===== config.mk =====
export PLATFORM = sky130hd
export DESIGN_NAME = drsf_fnv
export DESIGN_NICKNAME = d
export VERILOG_FILES = /design/src/hdl/drsf_pkg.sv /design/src/hdl/drsf_fnv.sv
export SDC_FILE = /design/constraint.sdc
export NUM_CORES = 1
export LEC_CHECK = 0
export BUFFER_PORTS_ARGS = -buffer_cell sky130_fd_sc_hd__buf_2
export CAP_MARGIN = 15
export CORE_ASPECT_RATIO = 1.1
export CORE_MARGIN = 5
export CORE_UTILIZATION = 35
export DETAILED_ROUTE_END_ITERATION = 16
export RECOVER_POWER = 50
export SYNTH_ARGS = -nofsm -noshare
export SYNTH_HDL_FRONTEND = slang
export SYNTH_SLANG_ARGS = --single-unit

===== constraint.sdc =====
create_clock -name clock -period 8.99 [get_ports clock]
set_input_delay 1.798 -clock clock [delete_from_list [all_inputs] [get_ports clock]]
set_output_delay 1.798 -clock clock [all_outputs]
set_load 0.01 [all_outputs]

===== src/hdl/drsf_pkg.sv =====
package drsf_pkg;

   localparam int MaxBuffers  = 4;
   localparam int MaxElements = 64;
   localparam int BufW        = 2;
   localparam int ElemW       = 6;
   localparam int SlotW       = BufW + ElemW;
   localparam int Slots       = MaxBuffers * MaxElements;

   localparam logic [63:0] FnvPrime = 64'd1099511628211;
   localparam logic [63:0] FnvBasis = 64'd1469598103934665603;

   localparam logic [1:0] ReqWrite  = 2'd0;
   localparam logic [1:0] ReqRead   = 2'd1;
   localparam logic [1:0] ReqFlush  = 2'd2;
   localparam logic [1:0] ReqUnused = 2'd3;

   localparam logic [1:0] CsrBufferCount  = 2'd0;
   localparam logic [1:0] CsrElementSize  = 2'd1;
   localparam logic [1:0] CsrElementCount = 2'd2;

   typedef struct packed {
      logic        status;
      logic [63:0] read_data;
      logic [8:0]  run_offset;
      logic [9:0]  run_bytes;
      logic        any_dirty;
      logic [6:0]  dirty_count;
      logic [5:0]  first_dirty;
      logic [5:0]  last_dirty;
      logic [63:0] content_hash;
      logic        wrote;
      logic        last;
   } rsp_type;

   localparam rsp_type RspLastOnly = '{last: 1'b1, default: '0};

   function automatic logic [63:0] byte_mask(input logic [3:0] n);
      logic [63:0] m;
      m = '0;
      for (int k = 0; k < 8; k++) begin
         if (4'(k) < n) m[8*k +: 8] = 8'hff;
      end
      return m;
   endfunction

endpackage


===== src/hdl/drsf_fnv.sv =====
// One FNV-1a byte fold: a registered xor, then a multiply as four 16-bit slice products that are registered and summed.
module drsf_fnv (
   input  logic        clock,
   input  logic        start,
   input  logic [63:0] hash_in,
   input  logic [7:0]  byte_in,
   output logic        done,
   output logic [63:0] hash_out
);
   localparam logic [63:0] FnvPrimeLow = drsf_pkg::FnvPrime;

   logic [63:0] x_ff, x_in;
   logic [63:0] p_ff [4];
   logic [63:0] p_in [4];
   logic        s1_ff, s2_ff;

   always_comb begin
      x_in = hash_in ^ {56'd0, byte_in};
      for (int k = 0; k < 4; k++) begin
         // prime = 0x100_0000_01b3 ; product mod 2^64 from 16-bit slices of x
         p_in[k] = 64'(({48'd0, x_ff[16*k +: 16]} * FnvPrimeLow) << (16*k));
      end
      hash_out = p_ff[0] + p_ff[1] + p_ff[2] + p_ff[3];
   end

   always_ff @(posedge clock) begin
      x_ff  <= x_in;
      p_ff  <= p_in;
      s1_ff <= start;
      s2_ff <= s1_ff;
   end

   assign done = s2_ff;
endmodule


After elaboration in Yosys (flattened, before gate mapping)
Cells that the tools add are included.
Operators by class
  $add $sub $neg: 3
  multiply operators: 4
  bitwise logic cells: 1
Operators with widths (count)
  adder 64 bit: 2
  adder 57 x 64 -> 64 bit: 1
  XOR 64 x 8 -> 64 bit: 1
  multiplier 16 x 41 -> 57 bit (second input constant): 1
  multiplier 16 x 41 -> 48 bit (second input constant): 1
  multiplier 16 x 41 -> 16 bit (second input constant): 1
  multiplier 16 x 41 -> 32 bit (second input constant): 1
Word-level totals
  flip-flop bits (word level): 219
  input port bits: 74
  output and inout bits: 65

Depth between registers and ports, before layout
Gate-level depths: netlist (run 1).
  depth after elaboration: 3
  gate-level depth with buffers: 21
  mapped depth without buffers: 21

Worst setup path after synthesis (run 1)
Ideal clock, no wire load.
  kind: flip-flop to flip-flop
  start: register x_ff[4]
  end: register p_ff[216] in the netlist's numbering
  library setup time: 0.123 ns
  arrival time: 4.933 ns
  data required time: 8.867 ns
  path slack: 3.933 ns
  cell stages (with the launch flop): 21
  path buffers: 0
  path through: dfxtp_1 -> ha_1 -> inv_1 -> fa_1 -> inv_1 -> fa_1 -> inv_1 -> fa_1 -> inv_1 -> fa_1 -> inv_1 -> fa_1 -> inv_1 -> ha_1 -> a21oi_1 -> o21ai_0 -> o41ai_4 -> o2111ai_1 -> a31oi_1 -> o21bai_1 -> xor2_1
RTL lines
  start: declaration: RTL line drsf_fnv.sv:12  | logic [63:0] x_ff, x_in;
  start signal: assignment: RTL line drsf_fnv.sv:27  | x_ff <= x_in;
  end signal: assignment: RTL line drsf_fnv.sv:28  | p_ff <= p_in;
  end: declaration: RTL line drsf_fnv.sv:13  | logic [63:0] p_ff [4];

Worst setup path after layout (run 1)
  start: register p_ff[146] in the netlist's numbering
  end: output hash_out[60]
Between the ends
  word-level cells in the longest chain between the ends: 3
Ends and longest elaborated chain
  adder 57 x 64 -> 64 bit: RTL line drsf_fnv.sv:23  | hash_out = p_ff[0] + p_ff[1] + p_ff[2] + p_ff[3];
  adder 64 bit (2 in a row): RTL line drsf_fnv.sv:23
  end: declaration: RTL line drsf_fnv.sv:8  | output logic [63:0] hash_out
No other way between the ends.

==> results_dict.tcl, run 1 <==
set metrics [dict create \
    vias 13960 \
    relSlewSlack_pct 55.31 \
    muxShareOfSynthArea_pct 0 \
    critPathLaunchType "flip-flop" \
    synthXorXnorAreaFrac_pct 5.745 \
    hold_path.class "reg2reg" \
    synth_edf_count 0 \
    cpMostUsedCell "ha_1" \
    fin_tns_setup_ns 0 \
    drcViolationCount 0 \
    fillers 5744 \
    cp_top_family "compound AO/OA/AOI/OAI gates" \
    clock_latency_ns 0.49 \
    postSynthCellCount 2013 \
    cts_resized 0 \
    grt_pass1_wl_mm 74.09 \
    area_growth_pct 9.905 \
    cts-root-buf "clkbuf_16" \
    syn_nets 2809 \
    fin_crit_ns 6.134 \
    timing.critical_path.buf_inv 1 \
    grt_pass1_vias 14790 \
    drtAntennaViolNets 0 \
    slowest_delay_ns 0.44 \
    cts_hold_buffers 0 \
    fin_util_pct 38.87 \
    end_kind "primary output" \
    path_max_fanout 4 \
    drv_slew 0 \
    die_y_um 262.4 \
    syn_avg_cell_area_um2 10.07 \
    drtIter0Drc 701 \
    via_per_inst 4.802 \
    yosysSeqAreaShare_pct 18.56 \
    synth-compound-area-share_pct 10.48 \
    track_usage_pct 14.69 \
    hpwl_mm 39.27 \
    yosys_register_bits 188 \
    drtPass1Iterations 5 \
    cts_buffers 17 \
    worstMarginPinSlew_ns 0.6659 \
    crit_arrival_ns 4.34 \
    synthFlopType "dfxtp_1" \
    top_layer "met5" \
    clock.fmax_mhz 163.0 \
    antenna_cells 0 \
    worst_hold_slack_ns 0.3328 \
    cts_setup_buffers 0 \
    clockBufferDepth 2 \
    path_class "reg2out" \
    finalCritPeriodShare_pct 68.23 \
    yosysWarnings 0 \
    met3WireLength_mm 2.154 \
    cts_tree "built" \
    synthAdderAreaFrac_pct 51.33 \
    dieArea_um2 62850 \
    io_buffers 138 \
    synth_area_leaders "ha_1 (33%), dfxtp_1 (19%), fa_1 (18%), inv_1 (7.8%), xnor2_1 (4.1%)" \
    synthesis.area_um2 20270 \
    netlist_top_cells_count "ha_1 (539), inv_1 (420), dfxtp_1 (188)" \
    yosys.area.top_type "ha_1" \
    yosys.area_share.simple_pct 5.283 \
    drive_above_1_share_pct 8.167 \
    outcome "finished clean" \
    dp.cells 2875 \
    drt-met1-wl_mm 20.79 \
    start_util_pct 35.37 \
    die_x_um 239.5 \
    overflow 0 \
    synth-async-reset-ratio_pct 0 \
    htree_num_levels 4 \
    dr_wl_met2_mm 20.96 \
    synthDistinctLibCells 69 \
    slowest_stage "fa_1" \
    yosysTopAreaCellShare_pct 33.26 \
    post_drt_wl_per_cell_um 15.36 \
    maxCapViolCount 0 \
    gp_congestion 0.8783 \
    antenna_found_initial 6 \
    finalClockSkew_ns 0.01050 \
    synth_top_family_by_area "adder cells" \
    fin_nets 2938 \
    final_cells 2907 \
    final_hold_viol_count 0 \
    rsz0062_at_grt "false" \
    required_ns 7.19 \
    pin_count 139 \
    setup_viol 0 \
    drt_wl_total_mm 44.64 \
    clkSinkCount 188 \
    rows 92 \
    core_region_area_um2 57330 \
    cp_cell_sequence "ha_1 > ha_1 > ha_1 > fa_1 > a211oi_1 > o211ai_1 > or2_1 > a21o_1 > a21bo_2 > a31oi_4 > o221ai_2 > xor2_1 > buf_2" \
    grt_max_degree 18 \
    clkTransAtPathRegs_ns 0.07 \
    yosysMostFrequentCell "ha_1" \
]
-- metrics by stage --
| stage | area, um^2 | setup slack (ns) |
|---|---|---|
| finish | 22280 | 2.856 |
| global route | 22280 | 2.665 |
| CTS | 22320 | 2.800 |
| detailed placement | 21740 | 3.370 |
| global placement | 21740 | 3.401 |
| floorplan | 20270 | 3.933 |
-- per-layer routing --
layer,vias up,GRT usage [%]
met2,248,24.17
met5,-,0
met1,6706,19.62
li1,6960,-
met3,42,3.128
met4,2,3.856
-- layout by cell type, fill, tap and decap left out, types with 16 or more instances in the layout --
master,instances
a21o_1,41
a21oi_1,94
buf_2,109
clkbuf_1,30
clkbuf_16,17
dfxtp_1,188
fa_1,183
ha_1,539
inv_1,420
nand2_1,42
nand3_1,22
nor2_1,52
nor3_1,18
o21a_1,17
o21ai_0,44
o21bai_1,16
xnor2_1,94
xor2_1,39
-- area by class of cell --
type / instances / area [um^2] / area share, %
repair buffers: 138 / 654.4 / 2.937
well taps: 752 / 940.9 / 4.223
inverters: 420 / 1577 / 7.075
flip-flops and latches: 188 / 3764 / 16.89
clock inverters: 13 / 136.4 / 0.6121
clock buffers: 19 / 442.9 / 1.988
multi-input cells: 1377 / 14770 / 66.28
-- final timing paths --
kind / startpoint / slack, ns / cells after the start / endpoint
setup / recovery: p_ff[146] / 2.86 / 13 / hash_out[60]
hold / removal: s1_ff / 0.33 / 0 / done
setup reg to reg: x_ff[3] / 3.38 / 19 / p_ff[216]
hold reg to reg: s1_ff / 0.33 / 0 / done
-- state kept, by name (all words and copies together) (netlist names) --
register and flops:
p_ff 122, s1_ff 1, done 1, x_ff 64
-- cell families after synthesis --
kind of cell / count (synthesis)
adders and majority gates: 722
buffers and inverters: 448
AOI/OAI and AO/OA: 312
and+or+nand+nor: 210
DFF: 188
xor gates and xnor gates: 133
Power of run 1 is left out: the tool's default activity adds up to more than one toggle a clock period on the data nets, which glitch-free logic cannot reach.
==> inputs of run 2 (changes only) <==
==> constraint.sdc (replaced) <==
create_clock -name clock -period 5.4 [get_ports clock]
set_input_delay 1.08 -clock clock [delete_from_list [all_inputs] [get_ports clock]]
set_output_delay 1.08 -clock clock [all_outputs]
set_load 0.01 [all_outputs]
==> results_dict.tcl, run 2 (synthesis gave the netlist of run 1 again) <==
set metrics [dict create \
    largest_reg_flops 122 \
    hpwl_mm 40.31 \
    drv_slew 0 \
    cts_buffers 17 \
    outcome "finished clean" \
    fin_nets 2957 \
    die_x_um 239.5 \
    fin_util_pct 39.62 \
    drtAntennaViolNets 0 \
    end_kind "flip-flop" \
    drt_wl_total_mm 46.08 \
    grt_pass1_vias 15060 \
    reg2reg_slack_ns 0.20 \
    cts_tree "built" \
    dieArea_um2 62850 \
    finalCritPeriodShare_pct 96.31 \
    required_ns 5.81 \
    grt_max_degree 18 \
    area_growth_pct 12.02 \
    die_y_um 262.4 \
    htree_num_levels 4 \
    final_common_cell "ha_1" \
    io_buffers 138 \
    clock.fmax_mhz 192.3 \
    gp_congestion 0.8635 \
    fin_crit_ns 5.200 \
    finalClockSkew_ns 0.009180 \
    path_max_fanout 5 \
    reg_top3 "p_ff (122), x_ff (64)" \
    drive_above_1_share_pct 10.95 \
    via_per_inst 4.789 \
    clkSinkCount 188 \
    drtIter0Drc 584 \
    path_class "reg2reg" \
    cts-root-buf "clkbuf_16" \
    setup_viol 0 \
    relSlewSlack_pct 55.82 \
    clockBufferDepth 2 \
    track_usage_pct 15.09 \
    clkTransAtPathRegs_ns 0.07 \
    vias 14010 \
    hold_path.class "reg2reg" \
    cts_hold_buffers 0 \
    start_util_pct 35.37 \
    post_drt_wl_per_cell_um 15.75 \
    core_region_area_um2 57330 \
    final_hold_viol_count 0 \
    crit_arrival_ns 5.61 \
    drcViolationCount 0 \
    regMostFlops "p_ff" \
    critPathLaunchType "flip-flop" \
    rows 92 \
    mostFrequentLayoutCells "ha_1 (525), inv_1 (420), fa_1 (182)" \
    overflow 0 \
    grt_pass1_wl_mm 75.68 \
    pin_count 139 \
    fin_ws_ns 0.1995 \
    clock_latency_ns 0.49 \
    antenna_found_initial 4 \
    drtPass1Iterations 5 \
    maxCapViolCount 0 \
    place_ws_ns 0.03832 \
    worstMarginPinSlew_ns 0.6460 \
]
-- run 2: cell types whose count changed in the layout (fill, tap and decap cells not counted), sizes merged, moves of 2 or more --
cell	before	now
clkinv	5	2
inv	424	427
clkbuf	48	50
buf	109	125
-- run 2: area by class of cell --
cell class	count	area, um^2
Fill cell	5705	34610
Multi-Input combinational cell	1377	15040
Sequential cell	188	3774
Inverter	420	1577
Tap cell	752	940.9
Timing Repair Buffer	157	785.8
Clock buffer	18	439.2
Clock inverter	13	155.1
Antenna cell	1	2.502
-- run 2: worst paths after layout --
path         startpoint   endpoint  cells after the start
max            x_ff[20]  p_ff[165]                     21
max reg2reg    x_ff[20]  p_ff[165]                     21
min reg2reg       s1_ff       done                      0
min               s1_ff       done                      0
-- run 2: what timing repair did --
item	CTS	global route
gates resized for setup	4	52
setup endpoints to repair	5	28
pin swaps	0	24
buffers inserted	0	10
-- run 2: worst max-delay path, stage by stage (launching register included) --
cell      delay [ns]
dfxtp_2         0.35
ha_1            0.28
inv_1           0.05
fa_1            0.47
inv_1           0.05
fa_1            0.50
inv_1           0.05
fa_1            0.47
inv_1           0.06
fa_1            0.54
inv_1           0.06
fa_1            0.53
inv_1           0.04
ha_1            0.24
a211o_1         0.32
a21oi_2         0.16
o211ai_1        0.16
nand2_1         0.14
o21ai_2         0.10
a31o_2          0.25
a21oi_1         0.17
xnor2_1         0.14
-- run 2: metrics by stage --
stage               std cells  instance area, um^2  setup TNS, ns  hold WS [ns]
floorplan                2013                20270              0        0.3096
global placement         2884                21810              0        0.3155
detailed placement       2884                21810              0        0.3203
CTS                      2915                22430              0        0.3308
global route             2925                22710       -0.01274        0.3383
finish                   2926                22710              0        0.3286
-- run 2: layer usage --
metal / vias to the layer above / global-route usage [%] / routed length [um]
met5: - / 0 / 0
met4: 0 / 3.748 / 930
met3: 47 / 3.149 / 1903
met2: 215 / 25.51 / 22490
met1: 6773 / 19.71 / 20760
li1: 6978 / - / -
Power of run 2 is left out for the same reason.
==> inputs of run 3 (changes only) <==
--- a/config.mk
+++ b/config.mk
@@ -9,8 +9,9 @@
 export CAP_MARGIN = 15
 export CORE_ASPECT_RATIO = 1.1
 export CORE_MARGIN = 5
-export CORE_UTILIZATION = 35
+export CORE_UTILIZATION = 57
 export DETAILED_ROUTE_END_ITERATION = 16
+export PLACE_DENSITY = 0.79
 export RECOVER_POWER = 50
 export SYNTH_ARGS = -nofsm -noshare
 export SYNTH_HDL_FRONTEND = slang
==> results_dict.tcl, run 3 (synthesis gave the netlist of run 1 again) <==
set metrics [dict create \
    reg2regPathDepth 20 \
    overflow 0 \
    vias 14230 \
    drtIter0Drc 631 \
    reg_top3 "p_ff (122), x_ff (64)" \
    cts_hold_buffers 0 \
    grt_max_degree 22 \
    gp_congestion 0.9095 \
    drv_slew 0 \
    critPathLaunchType "flip-flop" \
    cts_tree "built" \
    clockBufferDepth 2 \
    end_kind "flip-flop" \
    hold-path-endpoint "done" \
    drt_wl_total_mm 44.71 \
    setup_viol 0 \
    area_growth_pct 9.720 \
    cts-root-buf "clkbuf_16" \
    drcViolationCount 0 \
    pin_count 139 \
    worstMarginPinSlew_ns 0.5896 \
    cp_cell_sequence "ha_1 > inv_1 > fa_1 > inv_1 > fa_1 > inv_1 > fa_1 > inv_1 > fa_1 > inv_1 > fa_1 > inv_1 > ha_4 > nand2_1 > o21ai_0 > o41ai_4 > o2111ai_1 > a31oi_1 > o21ai_1 > xor2_1" \
    drtPass1Iterations 5 \
    final_area_um2 22250 \
    io_buffers 138 \
    fin_nets 2957 \
    fin_crit_ns 5.308 \
    via_per_inst 5.437 \
    final_common_cell "ha_1" \
    drive_above_1_share_pct 10.35 \
    regMostFlops "p_ff" \
    track_usage_pct 23.00 \
    outcome "finished clean" \
    antenna_cells 0 \
    maxCapViolCount 0 \
    grt_pass1_wl_mm 73.08 \
    finalCritPeriodShare_pct 98.30 \
    start_util_pct 57.71 \
    place_area_um2 21450 \
    rsz0062_at_grt "true" \
    fin_util_pct 63.32 \
    grt_pass1_vias 15250 \
    clock_latency_ns 0.47 \
    path_class "reg2reg" \
    clock.fmax_mhz 188.4 \
    cpMostUsedCell "inv_1" \
    finalClockSkew_ns 0.01312 \
    reg2reg_to "p_ff[218]" \
    slowest_stage "fa_1" \
    slowest_delay_ns 0.54 \
    fillers 2874 \
    die_y_um 207.8 \
    post_drt_wl_per_cell_um 17.08 \
    path_max_fanout 5 \
    core_region_area_um2 35130 \
    required_ns 5.79 \
    reg2reg_slack_ns 0.09 \
    htree_num_levels 4 \
    largest_reg_flops 122 \
    antenna_found_initial 0 \
    mostFrequentLayoutCells "ha_1 (532), inv_1 (420), fa_1 (183), dfxtp_1 (183), buf_2 (111)" \
    cts_buffers 17 \
    hpwl_mm 38.85 \
    holdCritStartpoint "s1_ff" \
    dieArea_um2 39450 \
    hold_path.class "reg2reg" \
    reg2reg_from "x_ff[6]" \
    relSlewSlack_pct 59.68 \
    clkTransAtPathRegs_ns 0.08 \
    die_x_um 189.8 \
    rows 72 \
    crit_arrival_ns 5.70 \
    clkSinkCount 188 \
    final_hold_viol_count 0 \
    drtAntennaViolNets 0 \
    whs_path_depth 0 \
]
-- run 3: area by class of cell --
cell class | instances | area (um^2) | share of cell area [%]
Timing Repair Buffer | 157 | 780.7 | 3.510
Multi-Input combinational cell | 1377 | 14940 | 67.18
Clock buffer | 17 | 425.4 | 1.912
Clock inverter | 15 | 192.7 | 0.8662
Sequential cell | 188 | 3770 | 16.95
Tap cell | 444 | 555.5 | 2.497
Inverter | 420 | 1577 | 7.087
-- run 3: per-layer routing --
metal | track usage [%] | vias up | share of wire (%)
met5 | 0 | - | 0
met4 | 7.585 | 0 | 3.0
met3 | 3.195 | 63 | 3.3
met2 | 41.84 | 261 | 52
met1 | 27.84 | 6921 | 42
li1 | - | 6988 | -
-- run 3: stage by stage --
step	setup TNS (ns)	hold slack [ns]	setup WS [ns]	std cells
after floorplan	0	0.3096	0.3432	2013
after global placement	0	0.3122	0.1441	2580
after detailed placement	0	0.3288	0.0009748	2580
final	0	0.3463	0.09199	2618
after CTS	0	0.3471	0.02350	2613
after global routing	-0.2124	0.3533	-0.07198	2618
-- run 3: worst max path at each step --
stage	start	end	slack (ns)
2_1_floorplan	x_ff[4]	p_ff[216]	0.34
6_report	x_ff[6]	p_ff[218]	0.09
5_1_grt	x_ff[22]	p_ff[165]	-0.07
4_1_cts	x_ff[46]	p_ff[122]	0.02
3_3_place_gp	x_ff[22]	p_ff[165]	0.14
3_5_place_dp	x_ff[6]	p_ff[218]	0.001
-- run 3: repair_timing --
item                                    4_1_cts  5_1_grt
hold endpoints to repair                      0        0
pin swaps                                     1       11
buffers inserted                              1        5
endpoints found under the setup margin        6       26
resized for setup                             3       39
-- run 3: critical path: cells and delay by family, from the launching register on --
kind	cells	cell delay [ns]
adders and majority gates	7	3.13
AOI/OAI and AO/OA	5	1.17
DFF	1	0.37
buffers and inverters	6	0.35
xor gates and xnor gates	1	0.17
and+or+nand+nor	1	0.08
Power of run 3 is left out for the same reason.
